$ cat config.mk
export PLATFORM = sky130hd
export DESIGN_NAME = slice_marker_spacing_merge_core
export DESIGN_NICKNAME = d
export VERILOG_FILES = /design/src/sv/smm_pkg.sv /design/src/sv/smm_merge.sv /design/src/sv/slice_marker_spacing_merge_core.sv
export SDC_FILE = /design/constraint.sdc
export NUM_CORES = 1
export LEC_CHECK = 0
export BUFFER_PORTS_ARGS = -buffer_cell sky130_fd_sc_hd__buf_4
export CAP_MARGIN = 20
export CORE_ASPECT_RATIO = 2
export CORE_MARGIN = 4
export CORE_UTILIZATION = 53
export DETAILED_ROUTE_END_ITERATION = 7
export PLACE_DENSITY = 0.73
export SLEW_MARGIN = 15
export SYNTH_ARGS = -nofsm -noshare
export SYNTH_HDL_FRONTEND = slang
export SYNTH_SLANG_ARGS = --single-unit
$ cat constraint.sdc
create_clock -name clk -period 10.55 [get_ports clk]
set_input_delay 0.5275 -clock clk [delete_from_list [all_inputs] [get_ports clk]]
set_output_delay 0.5275 -clock clk [all_outputs]
set_load 0.05 [all_outputs]
$ cat src/sv/smm_pkg.sv
`timescale 1ns / 1ps
// Shared types, widths and codes for the slice marker spacing merge block.
// No dependencies; every other file imports this package.
package smm_pkg;

  localparam int FRAME_WIDTH = 32;
  localparam int CONF_WIDTH  = 16;
  localparam int SRC_WIDTH   = 3;
  localparam int INDEX_WIDTH = 32;
  localparam int PRIO_WIDTH  = 3;
  localparam int CFG_INDEX_WIDTH = 1;
  localparam int CFG_DATA_WIDTH  = 32;

  // Input payload: frame, confidence, source, valid, padded to whole bytes.
  localparam int IN_FIELDS_WIDTH = FRAME_WIDTH + CONF_WIDTH + SRC_WIDTH + 1;
  localparam int IN_DATA_WIDTH   = ((IN_FIELDS_WIDTH + 7) / 8) * 8;
  // Output payload: start, end, marker index, confidence, source.
  localparam int OUT_FIELDS_WIDTH = 2 * FRAME_WIDTH + INDEX_WIDTH + CONF_WIDTH + SRC_WIDTH;
  localparam int OUT_DATA_WIDTH   = ((OUT_FIELDS_WIDTH + 7) / 8) * 8;

  localparam logic [CONF_WIDTH-1:0]  CONF_ONE      = CONF_WIDTH'(4096);
  localparam logic [INDEX_WIDTH-1:0] INDEX_MAX     = '1;

  typedef enum logic [SRC_WIDTH-1:0] {
    SRC_LOOP_START = 3'd0,
    SRC_LOOP_END   = 3'd1,
    SRC_MANUAL     = 3'd2,
    SRC_IMPORTED   = 3'd3,
    SRC_BEAT_GRID  = 3'd4,
    SRC_SILENCE    = 3'd5,
    SRC_ONSET      = 3'd6
  } src_code_t;

  typedef enum logic {
    CMD_CANDIDATE = 1'b0,
    CMD_FINISH    = 1'b1
  } cmd_t;

  typedef enum logic [CFG_INDEX_WIDTH-1:0] {
    REG_MIN_SPACING   = 1'b0,
    REG_SOURCE_LENGTH = 1'b1
  } reg_index_t;

  typedef struct packed {
    logic                   cmd;
    logic [FRAME_WIDTH-1:0] frame;
    logic [CONF_WIDTH-1:0]  conf;
    logic [SRC_WIDTH-1:0]   src;
    logic                   valid;
  } cand_t;

  typedef struct packed {
    logic [FRAME_WIDTH-1:0] frame;
    logic [CONF_WIDTH-1:0]  conf;
    logic [SRC_WIDTH-1:0]   src;
    logic [INDEX_WIDTH-1:0] index;
  } kept_t;

  typedef struct packed {
    logic [FRAME_WIDTH-1:0] open_frame;
    logic [FRAME_WIDTH-1:0] close_frame;
    logic [INDEX_WIDTH-1:0] marker;
    logic [CONF_WIDTH-1:0]  conf;
    logic [SRC_WIDTH-1:0]   src;
    logic                   done;
  } region_t;

  localparam kept_t KEPT_ORIGIN = '{
    frame: '0,
    conf:  CONF_ONE,
    src:   SRC_MANUAL,
    index: '0
  };

  // Higher value means the source is trusted more; code 7 is unused.
  function automatic logic [PRIO_WIDTH-1:0] source_priority(input logic [SRC_WIDTH-1:0] s);
    logic [PRIO_WIDTH-1:0] p;
    case (s)
      SRC_LOOP_START, SRC_LOOP_END: p = PRIO_WIDTH'(5);
      SRC_MANUAL, SRC_IMPORTED:     p = PRIO_WIDTH'(4);
      SRC_BEAT_GRID:                p = PRIO_WIDTH'(3);
      SRC_SILENCE:                  p = PRIO_WIDTH'(2);
      SRC_ONSET:                    p = PRIO_WIDTH'(1);
      default:                      p = '0;
    endcase
    return p;
  endfunction

endpackage

$ cat src/sv/smm_merge.sv
`timescale 1ns / 1ps
// Per-item decision logic: compares one candidate against the kept marker
// and yields the next kept marker and an optional region. Uses smm_pkg.
module smm_merge (
  input  smm_pkg::cand_t                       cand,
  input  smm_pkg::kept_t                       kept,
  input  logic [smm_pkg::FRAME_WIDTH-1:0]      min_gap,
  input  logic [smm_pkg::FRAME_WIDTH-1:0]      source_length,
  output smm_pkg::kept_t                       kept_next,
  output logic                                 emit,
  output smm_pkg::region_t                     region
);
  import smm_pkg::*;

  logic [FRAME_WIDTH-1:0] distance;
  logic                   dropped;
  logic                   close;
  logic                   better;

  assign distance = cand.frame - kept.frame;
  assign close    = distance < min_gap;
  assign dropped  = !cand.valid || (cand.frame == '0) || (cand.frame >= source_length);

  always_comb begin
    if (cand.conf != kept.conf) begin
      better = cand.conf > kept.conf;
    end else begin
      better = source_priority(cand.src) > source_priority(kept.src);
    end
  end

  always_comb begin
    kept_next          = kept;
    emit               = 1'b0;
    region.open_frame  = kept.frame;
    region.close_frame = cand.frame;
    region.marker      = kept.index;
    region.conf        = kept.conf;
    region.src         = kept.src;
    region.done        = 1'b0;
    if (cand.cmd == CMD_FINISH) begin
      region.close_frame = source_length;
      region.done        = 1'b1;
      emit               = source_length > kept.frame;
      kept_next          = KEPT_ORIGIN;
    end else if (!dropped) begin
      if (close) begin
        // The origin marker is never replaced by a nearby candidate.
        if ((kept.frame != '0) && better) begin
          kept_next.frame = cand.frame;
          kept_next.conf  = cand.conf;
          kept_next.src   = cand.src;
        end
      end else begin
        emit            = cand.frame > kept.frame;
        kept_next.frame = cand.frame;
        kept_next.conf  = cand.conf;
        kept_next.src   = cand.src;
        if (kept.index != INDEX_MAX) begin
          kept_next.index = kept.index + INDEX_WIDTH'(1);
        end
      end
    end
  end

endmodule

$ cat src/sv/slice_marker_spacing_merge_core.sv
`timescale 1ns / 1ps
// Top level of the slice marker spacing merge block: input register, kept
// marker state, result register and configuration registers. Uses smm_pkg, smm_merge.
//
// Usage:
//   The slave stream (s_tvalid/s_tready/s_tdata/s_tuser) carries one item per
//   transfer: either a marker candidate (s_tuser = 0) or a finish command
//   (s_tuser = 1). Candidates arrive sorted by frame.
//   The master stream (m_tvalid/m_tready/m_tdata/m_tlast) carries slice
//   regions. m_tlast marks the final region of a map, sent on finish.
//   The configuration channel (cfg_valid/cfg_ready/cfg_index/cfg_data) writes
//   the minimum spacing (index 0) and the source length (index 1); it is
//   always ready and should only be used while the block is idle.
// Timing:
//   An accepted item lands in the input register and is evaluated against the
//   kept marker there once the result register can take its region; if it
//   closes a region, that region is registered and appears on the master side.
//   One item per cycle is sustained while m_tready stays high; the limit is the
//   compare, subtract and kept-marker update done in the evaluation cycle.
// Reset and stalls:
//   rst clears the valid flags, restores the origin marker (frame 0, confidence
//   1.0, manual source, index 0) and sets the spacing to 0 and the length to 1.
//   When m_tready is low with a region pending, the input register still fills,
//   and s_tready then drops until the region goes.
module slice_marker_spacing_merge_core (
  input  logic                                  clk,
  input  logic                                  rst,
  // Configuration write channel.
  input  logic                                  cfg_valid,
  output logic                                  cfg_ready,
  input  logic [smm_pkg::CFG_INDEX_WIDTH-1:0]   cfg_index,
  input  logic [smm_pkg::CFG_DATA_WIDTH-1:0]    cfg_data,
  // Input stream.
  input  logic                                  s_tvalid,
  output logic                                  s_tready,
  // s_tdata, low bit up: cand_frame[31:0], cand_confidence[47:32],
  // cand_source[50:48], cand_valid[51], zero pad[55:52].
  input  logic [smm_pkg::IN_DATA_WIDTH-1:0]     s_tdata,
  // s_tuser: cmd (0 candidate, 1 finish).
  input  logic                                  s_tuser,
  // Output stream.
  output logic                                  m_tvalid,
  input  logic                                  m_tready,
  // m_tdata, low bit up: region_start[31:0], region_end[63:32],
  // region_marker[95:64], region_confidence[111:96], region_source[114:112],
  // zero pad[119:115].
  output logic [smm_pkg::OUT_DATA_WIDTH-1:0]    m_tdata,
  // m_tlast: map_done.
  output logic                                  m_tlast
);
  import smm_pkg::*;

  logic [FRAME_WIDTH-1:0] min_gap;
  logic [FRAME_WIDTH-1:0] source_length;

  cand_t   cand;
  logic    cand_full;
  kept_t   kept;
  kept_t   kept_next;
  region_t region;
  region_t region_next;
  logic    emit;
  logic    advance;

  // Configuration registers. Writes are never stalled.
  assign cfg_ready = 1'b1;

  always_ff @(posedge clk) begin
    if (rst) begin
      min_gap       <= '0;
      source_length <= FRAME_WIDTH'(1);
    end else if (cfg_valid && cfg_ready) begin
      case (cfg_index)
        REG_MIN_SPACING:   min_gap       <= FRAME_WIDTH'(cfg_data);
        REG_SOURCE_LENGTH: source_length <= FRAME_WIDTH'(cfg_data);
        default: ;
      endcase
    end
  end

  // The held item moves on once the result register can take its region,
  // whether or not it produces one.
  assign advance  = cand_full && (!m_tvalid || m_tready);
  assign s_tready = !cand_full || advance;

  always_ff @(posedge clk) begin
    if (rst) begin
      cand_full <= 1'b0;
    end else if (s_tready) begin
      cand_full <= s_tvalid;
    end
  end

  always_ff @(posedge clk) begin
    if (s_tvalid && s_tready) begin
      cand.cmd   <= s_tuser;
      cand.frame <= s_tdata[FRAME_WIDTH-1:0];
      cand.conf  <= s_tdata[FRAME_WIDTH +: CONF_WIDTH];
      cand.src   <= s_tdata[FRAME_WIDTH + CONF_WIDTH +: SRC_WIDTH];
      cand.valid <= s_tdata[FRAME_WIDTH + CONF_WIDTH + SRC_WIDTH];
    end
  end

  smm_merge u_merge (
    .cand          (cand),
    .kept          (kept),
    .min_gap       (min_gap),
    .source_length (source_length),
    .kept_next     (kept_next),
    .emit          (emit),
    .region        (region_next)
  );

  // The kept marker changes in the same cycle its item is evaluated, so the
  // next item in the input register always sees the updated marker.
  always_ff @(posedge clk) begin
    if (rst) begin
      kept <= KEPT_ORIGIN;
    end else if (advance) begin
      kept <= kept_next;
    end
  end

  always_ff @(posedge clk) begin
    if (rst) begin
      m_tvalid <= 1'b0;
    end else if (advance) begin
      m_tvalid <= emit;
    end else if (m_tready) begin
      m_tvalid <= 1'b0;
    end
  end

  always_ff @(posedge clk) begin
    if (advance && emit) begin
      region <= region_next;
    end
  end

  assign m_tdata = OUT_DATA_WIDTH'({region.src, region.conf, region.marker,
                                    region.close_frame, region.open_frame});
  assign m_tlast = region.done;

  // A free result register must never hold back the input side.
  a_ready_when_empty: assert property (@(posedge clk) disable iff (rst)
    !m_tvalid |-> s_tready)
    else $error("s_tready low while the result register is empty");

  // Only accepted markers advance the index, and they never sit at frame 0.
  a_index_needs_frame: assert property (@(posedge clk) disable iff (rst)
    kept.index != '0 |-> kept.frame != '0)
    else $error("marker index advanced while the origin marker is kept");

  // Every emitted region is non-empty.
  a_region_nonempty: assert property (@(posedge clk) disable iff (rst)
    m_tvalid |-> region.open_frame < region.close_frame)
    else $error("empty region emitted");

  // Reset restores the origin marker.
  a_reset_origin: assert property (@(posedge clk)
    rst |=> kept == KEPT_ORIGIN)
    else $error("kept marker not restored by reset");

endmodule

; ---- Word-level counts from Yosys, hierarchy flattened
; Cells that the tools add are included.
[classes]
add_sub_neg = 2
order_cmp = 6
eq_ne = 17
mux = 18
n_bitwise = 1
reduce_logical = 25
[ops]
columns = cell, n
row1 = $mux W83, 2
row2 = $mux W51, 2
row3 = $mux W32, 3
row4 = $gt A32 B32 Y1, 2
row5 = $add A32 B1 Y32 const B, 1
row6 = $ge A32 B32 Y1, 1
row7 = $logic_not A32 Y1, 1
row8 = $lt A32 B32 Y1, 1
row9 = $ne A32 B32 Y1 const B, 1
row10 = $reduce_bool A32 Y1, 1
row11 = $sub A32 B32 Y32, 1
row12 = $pmux W3 S5, 2
row13 = $eq A3 B3 Y1 const B, 6
row14 = $gt A16 B16 Y1, 1
row15 = $ne A16 B16 Y1, 1
row16 = $eq A3 B2 Y1 const B, 4
row17 = $reduce_or A2 Y1, 4
row18 = $mux W1, 7
row19 = $eq A3 B1 Y1 const B, 2
row20 = $logic_not A3 Y1, 2
row21 = $mux W3, 2
row22 = $logic_and A1 B1 Y1, 4
row23 = $logic_or A1 B1 Y1, 4
row24 = $ne A2 B2 Y1 const B, 2
row25 = 8 further kinds, 12
[word_totals]
regBits = 318
input_bits = 95
output_inout_bits = 124

; ---- Depth between registers and ports, before layout
; Gate-level depths: netlist (run 1).
[depth]
word_depth = 11
ltp_mapped = 24
ltp_nobuf = 22

; ---- Modules after synthesis
; A second synthesis (run 1) with hierarchy kept.
[unflattened]
cells_unflattened = 1888
hier_area_um2 = 18539.0
[modules_own_cells]
columns = module, n_inst, cells_each, area_each_um2
row1 = slice_marker_spacing_merge_core, 1, 830, 11160.7
row2 = smm_merge, 1, 1058, 7378.3

; ---- Worst setup path before layout (run 1)
; Ideal clock, no wire load.
[synth_timing]
path_type = flip-flop to flip-flop
startpoint = register cand[20] (netlist name)
endpoint = register region, in the netlist m_tdata[0] (enable)
arrival_time_ns = 9.789
required_time_ns = 9.921
setup_slack_ns = 0.131
stages_incl_launch_ff = 21
path_buffers = 0
synth_period_minus_slack_ns = 10.419
cell_sequence = edfxtp_1 -> inv_1 -> ha_1 -> inv_1 -> fa_1 -> a21o_1 -> a21o_1 -> a221o_1 -> a221o_1 -> a21oi_4 -> o221ai_2 -> a211o_1 -> a21oi_2 -> xnor2_1 -> ha_1 -> nand4_1 -> nor3_1 -> a22oi_1 -> or2_2 -> o22a_1 -> a21oi_1
[synth_via]
elab_chain_cells = 6
[synth_rtl]
columns = element, line_no
row1 = $sub A32 B32 Y32 or $logic_not A32 Y1 (tied branches), "smm_merge.sv:20, smm_merge.sv:22"
row2 = $lt A32 B32 Y1 or $logic_or A1 B1 Y1 (tied branches), "smm_merge.sv:21, smm_merge.sv:22"
row3 = $mux W1 or $logic_or A1 B1 Y1 (tied branches), "smm_merge.sv:47, smm_merge.sv:22"
row4 = $mux W1 (*), smm_merge.sv:46  ; end else if (!dropped) begin
row5 = $mux W1 (*), smm_merge.sv:41  ; if (cand.cmd == CMD_FINISH) begin
row6 = $logic_and A1 B1 Y1 (*), slice_marker_spacing_merge_core.sv:135  ; if (advance && emit) begin
row7 = "end signal, assigned", slice_marker_spacing_merge_core.sv:136  ; region <= region_next;
row8 = "end, declared", slice_marker_spacing_merge_core.sv:60  ; region_t region;
; Mark *: on every way between the ends. The rest lies on a longest branch, timed or not.
; A chain may end at the register's enable or synchronous reset.

; ---- Final worst setup path (run 1)
[layout_timing]
startpoint = register cand[20] (netlist name)
endpoint = register region, in the netlist m_tdata[13] (enable)
[layout_via]
elab_chain_cells = 6
[layout_rtl]
columns = element, line_no
row1 = $sub A32 B32 Y32 or $logic_not A32 Y1 (tied branches), "smm_merge.sv:20, smm_merge.sv:22"
row2 = $lt A32 B32 Y1 or $logic_or A1 B1 Y1 (tied branches), "smm_merge.sv:21, smm_merge.sv:22"
row3 = $mux W1 or $logic_or A1 B1 Y1 (tied branches), "smm_merge.sv:47, smm_merge.sv:22"
row4 = $mux W1 (*), smm_merge.sv:46
row5 = $mux W1 (*), smm_merge.sv:41
row6 = $logic_and A1 B1 Y1 (*), slice_marker_spacing_merge_core.sv:135
; Marked as above.

==> metrics.yaml, run 1 <==
die:
  start_util: 0.539
  placementRows: 89
  die_w_um: 131
  num_io_pins: 219
  design.core.area_um2: 29700
  die_area_um2: 33300
  die_h_um: 254
grt:
  grt_use_met1: 0.278
  antenna_found_initial: 1
  grt_pass1_vias: 12800
  met3_usage: 0.0429
  use_met2: 0.486
  busiest_layer: "met2"
  gr-usage-all-layers: 0.265
  grt_pass1_wl_um: 68300
  grt_max_degree: 96
  grt_overflow: 0
synth:
  avgSynthCellArea_um2: 10.3
  yosys.area.top_type: "edfxtp_1"
  async_reset_ff_frac: 0
  yosysUniqueCellTypes: 61
  synth_flop_cell: "edfxtp_1"
  synth_edf_count: 169
  seq_area_frac_synth: 0.503
  ys_top_cells_by_area: "edfxtp_1 (32%), dfxtp_1 (19%), ha_1 (11%), nand2_1 (6.7%), a21oi_1 (3.7%)"
  synth_top_area_share: 0.317
  netlist_instances: 1563
  ys_warn_count: 0
  syn-cell-area_um2: 16000
  synth_seq_cells: 318
cts:
  cts-buffers-inserted: 29
  cts_root_buf: "clkbuf_16"
  h-tree-depth: 1
  cts_setup_buffers: 0
  cts_tree: "yes"
  cts_hold_buf: 0
  clock_latency_ns: 0.57
  cts_sinks: 318
  clockBufferDepth: 3
  path_clk_slew_ns: 0.07
  cts_resized: 0
sta:
  slew_viol_final: 0
  worst_slew_pin_slew_ns: 1.11
  hold_violations: 0
  tns_ns: 0
  setup_viol: 0
  slew_headroom: 0.263
  rsz0062_at_grt: "no"
  fin_crit_ns: 6.45
  max_freq_mhz: 155
  final.period_utilization: 0.611
  skew_ns: 0.0178
setup_path:
  cp_slowest_cell: "a21oi_4"
  end_kind: "flip-flop"
  worstPathCellList: "inv_1 > ha_1 > inv_1 > fa_1 > a21o_1 > a21o_1 > a221o_1 > a221o_1 > a21oi_4 > o221ai_2 > a211o_1 > a21oi_2 > xnor2_1 > ha_1 > nand4_1 > nor3_1 > a22oi_1 > or2_2 > o22a_1 > a21oi_4 > buf_12"
  critPathKind: "flip-flop to flip-flop"
  critPathTopFamily: "compound AO/OA/AOI/OAI gates"
  startpoint_type: "flip-flop"
  cp_num_buf_inv: 3
  arrival_ns: 6.66
  cpPeakStageDelay_ns: 0.70
  worstPathRequired_ns: 10.75
  critPathMaxFanout: 95
route:
  drtPass1Iterations: 5
  wl_per_cell_um: 20.5
  via_per_inst: 5.75
  wirelength_um: 44000
  antenna_left: 0
  vias: 12300
  drc: 0
  drt_iter0_markers: 711
placed_design:
  port_buffers: 208
  place_congestion: 0.934
  dp_hpwl_um: 31900
  postPlaceCellArea_um2: 17900
final_layout:
  finish.instance_area_um2: 19000
  num-fill-cells: 2423
  fin_nets: 2000
  area_growth_pct: 18.2
  drive_above_1_share: 0.180
status:
  outcome: "finished clean"
power_and_ir_drop:
  powerDensity_nw_per_um2: 158
  vdd_drop_max_mv: 0.142
  p_leak_nw: 7.70
flow_run:
  maxCapViolCount: 0
worst_hold_path:
  hold_path.class: "input pin to flip-flop"
final timing paths:
path,start,depth (start not counted),end,slack (ns)
worst min register to register,min_gap[1]$_SDFFE_PP0P_,2,min_gap[1]$_SDFFE_PP0P_,0.45
worst max register to register,cand[20]$_DFFE_PP_,21,m_tdata[13]$_DFFE_PP_,4.10
worst max-delay path,cand[20]$_DFFE_PP_,21,m_tdata[13]$_DFFE_PP_,4.10
worst min-delay path,s_tdata[29],1,cand[49]$_DFFE_PP_,0.13
placed cells by master (no fill, tap or decap), types with 31 or more instances in the layout:
cell and count:
a21o_1 63, a21oi_1 117, buf_4 218, clkbuf_16 31, dfxtp_1 149, edfxtp_1 169
ha_1 147, inv_1 126, mux2_2 34, mux2i_1 53, nand2_1 284, nand4_1 34
nor2_1 41, o21ai_0 44
flip-flops by register name, indices dropped and copies added (netlist names):
register / count
m_tdata: 115
kept: 83
cand: 53
min_gap: 32
source_length: 32
cand_full: 1
m_tlast: 1
m_tvalid: 1
routing by layer:
layer / up-vias / part of all wire
met2: 358 / 0.54
met3: 136 / 0.050
li1: 5944 / -
met1: 5904 / 0.35
met4: 0 / 0.065
met5: - / 0
cells by family after synthesis:
logic type / synth area share
xor+xnor: 0.0158
buf+inv: 0.0465
other cells: 0.000469
fa+ha+maj: 0.116
flops: 0.503
simple gates: 0.139
compound gates: 0.122
mux: 0.0570
metrics by stage:
stage | std cells | power, mW | setup slack [ns] | utilization | hold WS, ns
detailed placement | 2090 | 1.91 | 4.15 | 0.603 | 0.443
CTS | 2144 | 3.02 | 4.11 | 0.637 | 0.109
finish | 2145 | 2.99 | 4.10 | 0.637 | 0.129
floorplan | 1567 | 1.75 | 0.131 | - | 0.430
global placement | 2090 | 1.90 | 4.21 | 0.603 | 0.444
global route | 2145 | 3.11 | 3.82 | 0.637 | 0.112
where the power goes:
part,internal (mW),switching [mW]
Sequential,1.36,0.0396
Combinational,0.184,0.303
Clock,0.637,0.471
cell type report:
| cell class | count | area [um2] | area share |
|---|---|---|---|
| Timing Repair Buffer | 219 | 1660 | 0.0874 |
| Inverter | 127 | 477 | 0.0252 |
| Multi-Input combinational cell | 1062 | 7290 | 0.385 |
| Clock inverter | 15 | 164 | 0.00865 |
| Tap cell | 364 | 455 | 0.0240 |
| Sequential cell | 318 | 8060 | 0.425 |
| Antenna cell | 1 | 2.50 | 0.000132 |
| Clock buffer | 39 | 846 | 0.0446 |
worst register-to-register path, stage by stage, from the launching register on:
cell,delay [ns]
edfxtp_1,0.42
inv_1,0.15
ha_1,0.18
inv_1,0.05
fa_1,0.40
a21o_1,0.18
a21o_1,0.21
a221o_1,0.39
a221o_1,0.41
a21oi_4,0.23
o221ai_2,0.21
a211o_1,0.34
a21oi_2,0.15
xnor2_1,0.09
ha_1,0.30
nand4_1,0.15
nor3_1,0.23
a22oi_1,0.12
or2_2,0.30
o22a_1,0.28
a21oi_4,0.70
buf_12,0.50
cell usage after synthesis, types with 9 or more instances:
| master | instances |
|---|---|
| nor2b_1 | 11 |
| mux2_2 | 34 |
| nor3b_1 | 9 |
| buf_4 | 9 |
| nor2_1 | 42 |
| ha_1 | 147 |
| nand4_1 | 34 |
| nand2_1 | 284 |
| mux2i_1 | 53 |
| a21o_1 | 63 |
| nand3_1 | 21 |
| clkbuf_1 | 36 |
| xnor2_1 | 21 |
| a21oi_1 | 118 |
| nor3_1 | 21 |
| and3_1 | 12 |
| inv_1 | 126 |
| nor4_1 | 24 |
| nand2b_1 | 10 |
| o22a_1 | 27 |
| dfxtp_1 | 149 |
| o21ai_0 | 44 |
| edfxtp_1 | 169 |
Note: power is estimated with default switching activity, not from simulation.
==> run 2: changes to the inputs <==
Settings changed: ABC_AREA set to 1, CORE_UTILIZATION 53 to 55, PLACE_DENSITY 0.73 to 0.72.
Clock period 10.55 ns to 6.6 ns, I/O delays scaled along.
==> run 2 against run 1 <==
Compared with the run above:
- worst hold slack worse by 0.11 ns
- combinational power grew to 2.5 times the previous value
- utilization is 3.0 points higher
- cell area is 6.6% higher
- cell count is 23% higher
- count of clock-buffer cells in the layout is 1 higher
- global-route usage is 0.077 points lower
- clock skew is 0.0058 ns higher
- die area is 2.0% higher
- highest routed layer unchanged
==> metrics.yaml, run 2 <==
cts:
  clockBufferDepth: 3  # unchanged
  cts-buffers-inserted: 29  # unchanged
  cts_tree: "yes"  # unchanged
  cts_resized: 0  # unchanged
  clock_latency_ns: 0.57  # about the same
  path_clk_slew_ns: 0.07  # about the same
  cts_sinks: 318  # unchanged
  h-tree-depth: 1  # unchanged
  cts_setup_buffers: 0  # unchanged
  cts_root_buf: "clkbuf_16"  # unchanged
synth:
  seq_area_frac_synth: 0.475  # was 0.503
  yosysUniqueCellTypes: 50  # was 61
  syn-cell-area_um2: 17000  # was 16000 um2
  ys_warn_count: 0  # unchanged
  yosys-top-cells-count: "nand2_1 (474), nor2_1 (235), inv_1 (212), a21oi_1 (204), edfxtp_1 (169)"  # was nand2_1 (284), edfxtp_1 (169), dfxtp_1 (149), ha_1 (147), inv_1 (126)
  synth_edf_count: 169  # unchanged
  synth_top_area_share: 0.299  # was 0.317
  synth_seq_cells: 318  # unchanged
  synth.most_common_cell: "nand2_1"  # unchanged
  netlist_instances: 1999  # was 1563
  ys_top_cells_by_area: "edfxtp_1 (30%), dfxtp_1 (18%), ha_1 (11%), nand2_1 (10%), a21oi_1 (6.0%)"  # was edfxtp_1 (32%), dfxtp_1 (19%), ha_1 (11%), nand2_1 (6.7%), a21oi_1 (3.7%)
  avgSynthCellArea_um2: 8.49  # was 10.3 um2
  yosys.area.top_type: "edfxtp_1"  # unchanged
  async_reset_ff_frac: 0  # unchanged
  synth_flop_cell: "edfxtp_1"  # unchanged
final_layout:
  largest_reg_flops: 115  # unchanged
  stdcell_count: 2631  # was 2145
  drive_above_1_share: 0.136  # was 0.180
  most-common-layout-cells: "nand2_1 (473), nor2_1 (235), buf_4 (216)"  # was nand2_1 (284), buf_4 (218), edfxtp_1 (169)
  utilization: 0.667  # was 0.637
  area_growth_pct: 19.0  # was 18.2%
  fin_nets: 2482  # was 2000
  mostFrequentLayoutCell: "nand2_1"  # unchanged
setup_path:
  critPathMaxFanout: 62  # was 95
  critPathKind: "flip-flop to flip-flop"  # unchanged
  worstPathCellList: "inv_1 > ha_1 > inv_1 > fa_1 > nand2_1 > nand2_1 > and2_1 > a21oi_1 > inv_1 > nand3_1 > o211ai_1 > a21oi_1 > xnor2_1 > ha_1 > nand4_1 > nor3_1 > and3_2 > nand2_1 > nand3_1 > nand3_4 > buf_4 > nand2_1 > nand2_1 > nor2_1"  # was inv_1 > ha_1 > inv_1 > fa_1 > a21o_1 > a21o_1 > a221o_1 > a221o_1 > a21oi_4 > o221ai_2 > a211o_1 > a21oi_2 > xnor2_1 > ha_1 > nand4_1 > nor3_1 > a22oi_1 > or2_2 > o22a_1 > a21oi_4 > buf_12
  arrival_ns: 5.66  # was 6.66 ns
  path_depth: 24  # was 21
  r2r_cells: 24  # was 21
  worstPathRequired_ns: 7.10  # was 10.75 ns
  regToRegEndpoint: "kept[46]$_SDFFE_PP0P_"  # was m_tdata[13]$_DFFE_PP_
  cp_num_buf_inv: 4  # was 3
  startpoint_type: "flip-flop"  # unchanged
  cp_slowest_cell: "buf_4"  # was a21oi_4
  crit_end: "kept[46]$_SDFFE_PP0P_"  # was m_tdata[13]$_DFFE_PP_
  crit_path_frequent_cell: "nand2_1"
  r2r-start: "cand[20]$_DFFE_PP_"  # unchanged
  end_kind: "flip-flop"  # unchanged
  crit_start: "cand[20]$_DFFE_PP_"  # unchanged
  cpPeakStageDelay_ns: 0.50  # was 0.70 ns
  critPathTopFamily: "simple AND/OR/NAND/NOR gates"  # was compound AO/OA/AOI/OAI gates
  rrSetupSlack_ns: 1.45  # was 4.10 ns
die:
  die_w_um: 132  # was 131 um
  die_area_um2: 33900  # was 33300 um2
  placementRows: 90  # was 89
  num_io_pins: 219  # unchanged
  die_h_um: 256  # was 254 um
  start_util: 0.560  # was 0.539
  design.core.area_um2: 30300  # was 29700 um2
route:
  drt_iter0_markers: 683  # was 711
  wirelength_um: 46100  # was 44000 um
  via_per_inst: 5.39  # was 5.75
  antenna_left: 0  # unchanged
  vias: 14200  # was 12300
  drc: 0  # unchanged
  wl_per_cell_um: 17.5  # was 20.5 um
  drtPass1Iterations: 5  # unchanged
placed_design:
  port_buffers: 208  # unchanged
  dp.cells: 2521  # was 2090
  dp_hpwl_um: 34100  # was 31900 um
  place_congestion: 0.958  # was 0.934
flow_run:
  maxCapViolCount: 0  # unchanged
status:
  outcome: "finished clean"  # unchanged
sta:
  tns_ns: 0  # unchanged
  fin_crit_ns: 5.15  # was 6.45 ns
  worst_slew_pin_slew_ns: 1.01  # was 1.11 ns
  max_freq_mhz: 194  # was 155 MHz
  final.period_utilization: 0.781  # was 0.611
  slew_viol_final: 0  # unchanged
  slew_headroom: 0.325  # was 0.263
  rsz0062_at_grt: "no"  # unchanged
  hold_violations: 0  # unchanged
  setup_viol: 0  # unchanged
  hold_ws_ns: 0.0181  # was 0.129 ns
  skew_ns: 0.0236  # was 0.0178 ns
grt:
  gr-usage-all-layers: 0.264  # was 0.265
  grt_overflow: 0  # unchanged
  antenna_found_initial: 1  # unchanged
  grt_max_degree: 84  # was 96
  grt_pass1_wl_um: 71900  # was 68300 um
  grt_pass1_vias: 14200  # was 12800
power_and_ir_drop:
  p_leak_nw: 8.90  # was 7.70 nW
  vdd_drop_max_mv: 0.264  # was 0.142 mV
  power_mw: 5.38  # was 2.99 mW
  powerDensity_nw_per_um2: 266  # was 158 nW/um2
worst_hold_path:
  hold_path.class: "input pin to flip-flop"  # unchanged
  whs_path_depth: 3  # was 1
==> run 2: how the worst min path moves through the flow <==
stage / startpoint / end
after floorplan: rst / kept[31]$_SDFFE_PP0P_
after global placement: kept[43]$_SDFFE_PP0P_ / m_tdata[104]$_DFFE_PP_
after detailed placement: kept[80]$_SDFFE_PP0P_ / m_tdata[29]$_DFFE_PP_
after CTS: cfg_data[0] / min_gap[0]$_SDFFE_PP0P_
after global routing: cfg_data[0] / min_gap[0]$_SDFFE_PP0P_
final: cfg_data[0] / min_gap[0]$_SDFFE_PP0P_
==> run 2: cell type report <==
cell class | instances | area (um2)
clock inverters | 14 | 216
well taps | 368 | 460
flip-flops and latches | 318 | 8060
clock buffers | 40 | 827
repair buffers | 272 | 2210
fillers | 2525 | 10100
inverters | 214 | 808
diodes | 1 | 2.50
multi-input cells | 1404 | 7620
==> run 2: cells by family after synthesis <==
| logic type | share of synthesized area |
|---|---|
| other cells | 0.000442 |
| flops | 0.475 |
| xor+xnor | 0.0175 |
| buf+inv | 0.0776 |
| fa+ha+maj | 0.110 |
| simple gates | 0.210 |
| compound gates | 0.111 |
==> run 2: stage by stage <==
step                instance area, um2  worst slack, ns
CTS                              20200             1.43
finish                           20200             1.45
global placement                 18600             1.55
global route                     20200             1.05
detailed placement               18600             1.47
floorplan                        17000            0.791
==> run 2: repair_timing <==
item                                    in CTS  in global routing
hold endpoints to repair                    56                  0
endpoints found under the setup margin       0                  0
hold buffers                                54                  0
==> run 2: power by group <==
part	switching, mW	internal [mW]
combinational	0.779	0.439
clock	0.758	1.08
sequential	0.0918	2.23
==> run 2: routing by layer <==
metal | up-vias | GRT usage | part of all wire
li1 | 7098 | - | -
met1 | 6553 | 0.261 | 0.35
met2 | 399 | 0.527 | 0.56
met3 | 138 | 0.0277 | 0.037
met4 | 0 | 0.142 | 0.059
met5 | - | 0 | 0
==> run 2: worst reg2reg max path: stages (launching register included) <==
cell	delay, ns
edfxtp_1	0.42
inv_1	0.13
ha_1	0.16
inv_1	0.06
fa_1	0.39
nand2_1	0.08
nand2_1	0.07
and2_1	0.17
a21oi_1	0.24
inv_1	0.13
nand3_1	0.09
o211ai_1	0.17
a21oi_1	0.21
xnor2_1	0.10
ha_1	0.30
nand4_1	0.16
nor3_1	0.22
and3_2	0.22
nand2_1	0.15
nand3_1	0.24
nand3_4	0.45
buf_4	0.50
nand2_1	0.22
nand2_1	0.08
nor2_1	0.14
==> run 3: changes to the inputs <==
Clock period 6.6 ns to 5.1 ns, I/O delays scaled along.
==> run 3 against run 2 <==
Compared with the run above:
- die area did not move
- sequential share of layout area fell by 0.95 points
- utilization rose by 1.6 points
- count of clock-buffer cells in the layout rose by 2
- largest cell class unchanged
- highest routed layer unchanged
==> metrics.yaml, run 3 (synthesized netlist as in run 2, its figures left out) <==
placed_design:
  port_buffers: 208  # unchanged
  postPlaceCellArea_um2: 18800  # was 18600 um2
  place_ws_ns: 0.403  # was 1.47 ns
  dp_hpwl_um: 34900  # was 34100 um
  dp.cells: 2536  # was 2521
  place_congestion: 0.948  # was 0.958
status:
  outcome: "finished clean"  # unchanged
cts:
  cts_setup_buffers: 0  # unchanged
  clockBufferDepth: 3  # unchanged
  path_clk_slew_ns: 0.06  # was 0.07 ns
  cts_tree: "yes"  # unchanged
  cts-buffers-inserted: 30  # was 29
  h-tree-depth: 1  # unchanged
  cts_root_buf: "clkbuf_16"  # unchanged
  cts_sinks: 318  # unchanged
  clock_latency_ns: 0.58  # was 0.57 ns
die:
  num_io_pins: 219  # unchanged
  placementRows: 90  # unchanged
  die_area_um2: 33900  # unchanged
  die_w_um: 132  # unchanged
  die_h_um: 256  # unchanged
  design.core.area_um2: 30300  # unchanged
  start_util: 0.560  # unchanged
setup_path:
  critPathTopFamily: "simple AND/OR/NAND/NOR gates"  # unchanged
  cp_slowest_cell: "edfxtp_1"  # was buf_4
  cp_num_buf_inv: 5  # was 4
  end_kind: "flip-flop"  # unchanged
  crit_start: "cand[20]$_DFFE_PP_"  # unchanged
  r2r-start: "cand[20]$_DFFE_PP_"  # unchanged
  arrival_ns: 4.95  # was 5.66 ns
  worstPathCellList: "inv_2 > ha_4 > inv_2 > fa_2 > nand2_1 > nand2_1 > and2_4 > a21oi_2 > inv_1 > nand3_1 > o211ai_1 > a21oi_1 > xnor2_1 > ha_1 > nand4_1 > nor3_1 > and3_2 > nand2_1 > a21oi_1 > nand3_1 > clkinvlp_4 > buf_4"  # was inv_1 > ha_1 > inv_1 > fa_1 > nand2_1 > nand2_1 > and2_1 > a21oi_1 > inv_1 > nand3_1 > o211ai_1 > a21oi_1 > xnor2_1 > ha_1 > nand4_1 > nor3_1 > and3_2 > nand2_1 > nand3_1 > nand3_4 > buf_4 > nand2_1 > nand2_1 > nor2_1
  critPathMaxFanout: 33  # was 62
  critPathKind: "flip-flop to flip-flop"  # unchanged
  startpoint_type: "flip-flop"  # unchanged
  cpPeakStageDelay_ns: 0.43  # was 0.50 ns
  worstPathRequired_ns: 5.32  # was 7.10 ns
  crit_path_frequent_cell: "nand2_1"  # unchanged
sta:
  slew_viol_final: 0  # unchanged
  final.period_utilization: 0.927  # was 0.781
  skew_ns: 0.0252  # was 0.0236 ns
  postLayoutSetupSlackWorst_ns: 0.373  # was 1.45 ns
  fin_crit_ns: 4.73  # was 5.15 ns
  rsz0062_at_grt: "no"  # unchanged
  hold_violations: 0  # unchanged
  slew_headroom: 0.398  # was 0.325
  setup_viol: 0  # unchanged
  worst_slew_pin_slew_ns: 0.903  # was 1.01 ns
  max_freq_mhz: 212  # was 194 MHz
final_layout:
  stdcell_count: 2681  # was 2631
  fin_nets: 2532  # was 2482
  diodes: 0  # was 1
  mostFrequentLayoutCell: "nand2_1"  # unchanged
  area_growth_pct: 21.9  # was 19.0%
  most-common-layout-cells: "nand2_1 (473), nor2_1 (235), buf_4 (228)"  # was nand2_1 (473), nor2_1 (235), buf_4 (216)
  drive_above_1_share: 0.140  # was 0.136
  finish.instance_area_um2: 20700  # was 20200 um2
  largest_reg_flops: 115  # unchanged
worst_hold_path:
  holdCritStartpoint: "cfg_data[21]"  # was cfg_data[0]
  hold_path.class: "input pin to flip-flop"  # unchanged
route:
  antenna_left: 0  # unchanged
  drt_iter0_markers: 763  # was 683
  drc: 0  # unchanged
  wirelength_um: 47700  # was 46100 um
  wl_per_cell_um: 17.8  # was 17.5 um
  drtPass1Iterations: 5  # unchanged
  via_per_inst: 5.39  # about the same
  vias: 14400  # was 14200
grt:
  antenna_found_initial: 0  # was 1
  grt_overflow: 0  # unchanged
  gr-usage-all-layers: 0.275  # was 0.264
  grt_pass1_wl_um: 74500  # was 71900 um
  grt_pass1_vias: 14600  # was 14200
  grt_max_degree: 87  # was 84
power_and_ir_drop:
  powerDensity_nw_per_um2: 337  # was 266 nW/um2
  power_mw: 6.98  # was 5.38 mW
  p_leak_nw: 9.11  # was 8.90 nW
  vdd_drop_max_mv: 0.284  # was 0.264 mV
flow_run:
  maxCapViolCount: 0  # unchanged
[run 3: through the flow]
stage	hold slack, ns	util	setup TNS [ns]
after floorplan	0.317	-	-2.38
after global placement	0.412	0.619	0
after detailed placement	0.416	0.619	0
after CTS	0.00220	0.682	0
after global routing	0.00160	0.683	0
final	0.0135	0.683	0
[run 3: layout make-up]
type,instances,area (um2)
well taps,368,460
fillers,2466,9590
multi-input cells,1404,7650
repair buffers,321,2690
flip-flops and latches,318,8060
clock inverters,14,209
inverters,214,810
clock buffers,42,826
[run 3: final timing paths]
check	endpoint	slack [ns]	cells past startpoint
worst min-delay path	source_length[21]$_SDFFE_PP0P_	0.01	3
worst max register to register	m_tdata[78]$_DFFE_PP_	0.37	22
worst max-delay path	m_tdata[78]$_DFFE_PP_	0.37	22
worst min register to register	m_tdata[110]$_DFFE_PP_	0.43	0
[run 3: power by group]
part	total, mW	switching [mW]	internal (mW)
Combinational	1.62	1.02	0.597
Clock	2.35	0.970	1.38
Sequential	3.01	0.118	2.89
Total	6.98	2.11	4.87
[run 3: metal layers]
layer	vias to the layer above	part of all wire	GRT usage
met3	138	0.037	0.0292
met1	6729	0.35	0.271
met5	-	0	0
met4	0	0.059	0.148
met2	373	0.56	0.548
li1	7209	-	-
[run 3: repair_timing]
action                     CTS  global route
hold buffers                88             0
hold endpoints to repair   115             0
gates resized for setup      0             1
setup endpoints to repair    0             1
[run 3: worst reg2reg max path, cell delays in order (launching register included)]
cell        delay (ns)
edfxtp_1          0.43
inv_2             0.12
ha_4              0.13
inv_2             0.04
fa_2              0.34
nand2_1           0.07
nand2_1           0.09
and2_4            0.16
a21oi_2           0.16
inv_1             0.10
nand3_1           0.07
o211ai_1          0.25
a21oi_1           0.26
xnor2_1           0.11
ha_1              0.30
nand4_1           0.17
nor3_1            0.24
and3_2            0.22
nand2_1           0.15
a21oi_1           0.18
nand3_1           0.19
clkinvlp_4        0.19
buf_4             0.40
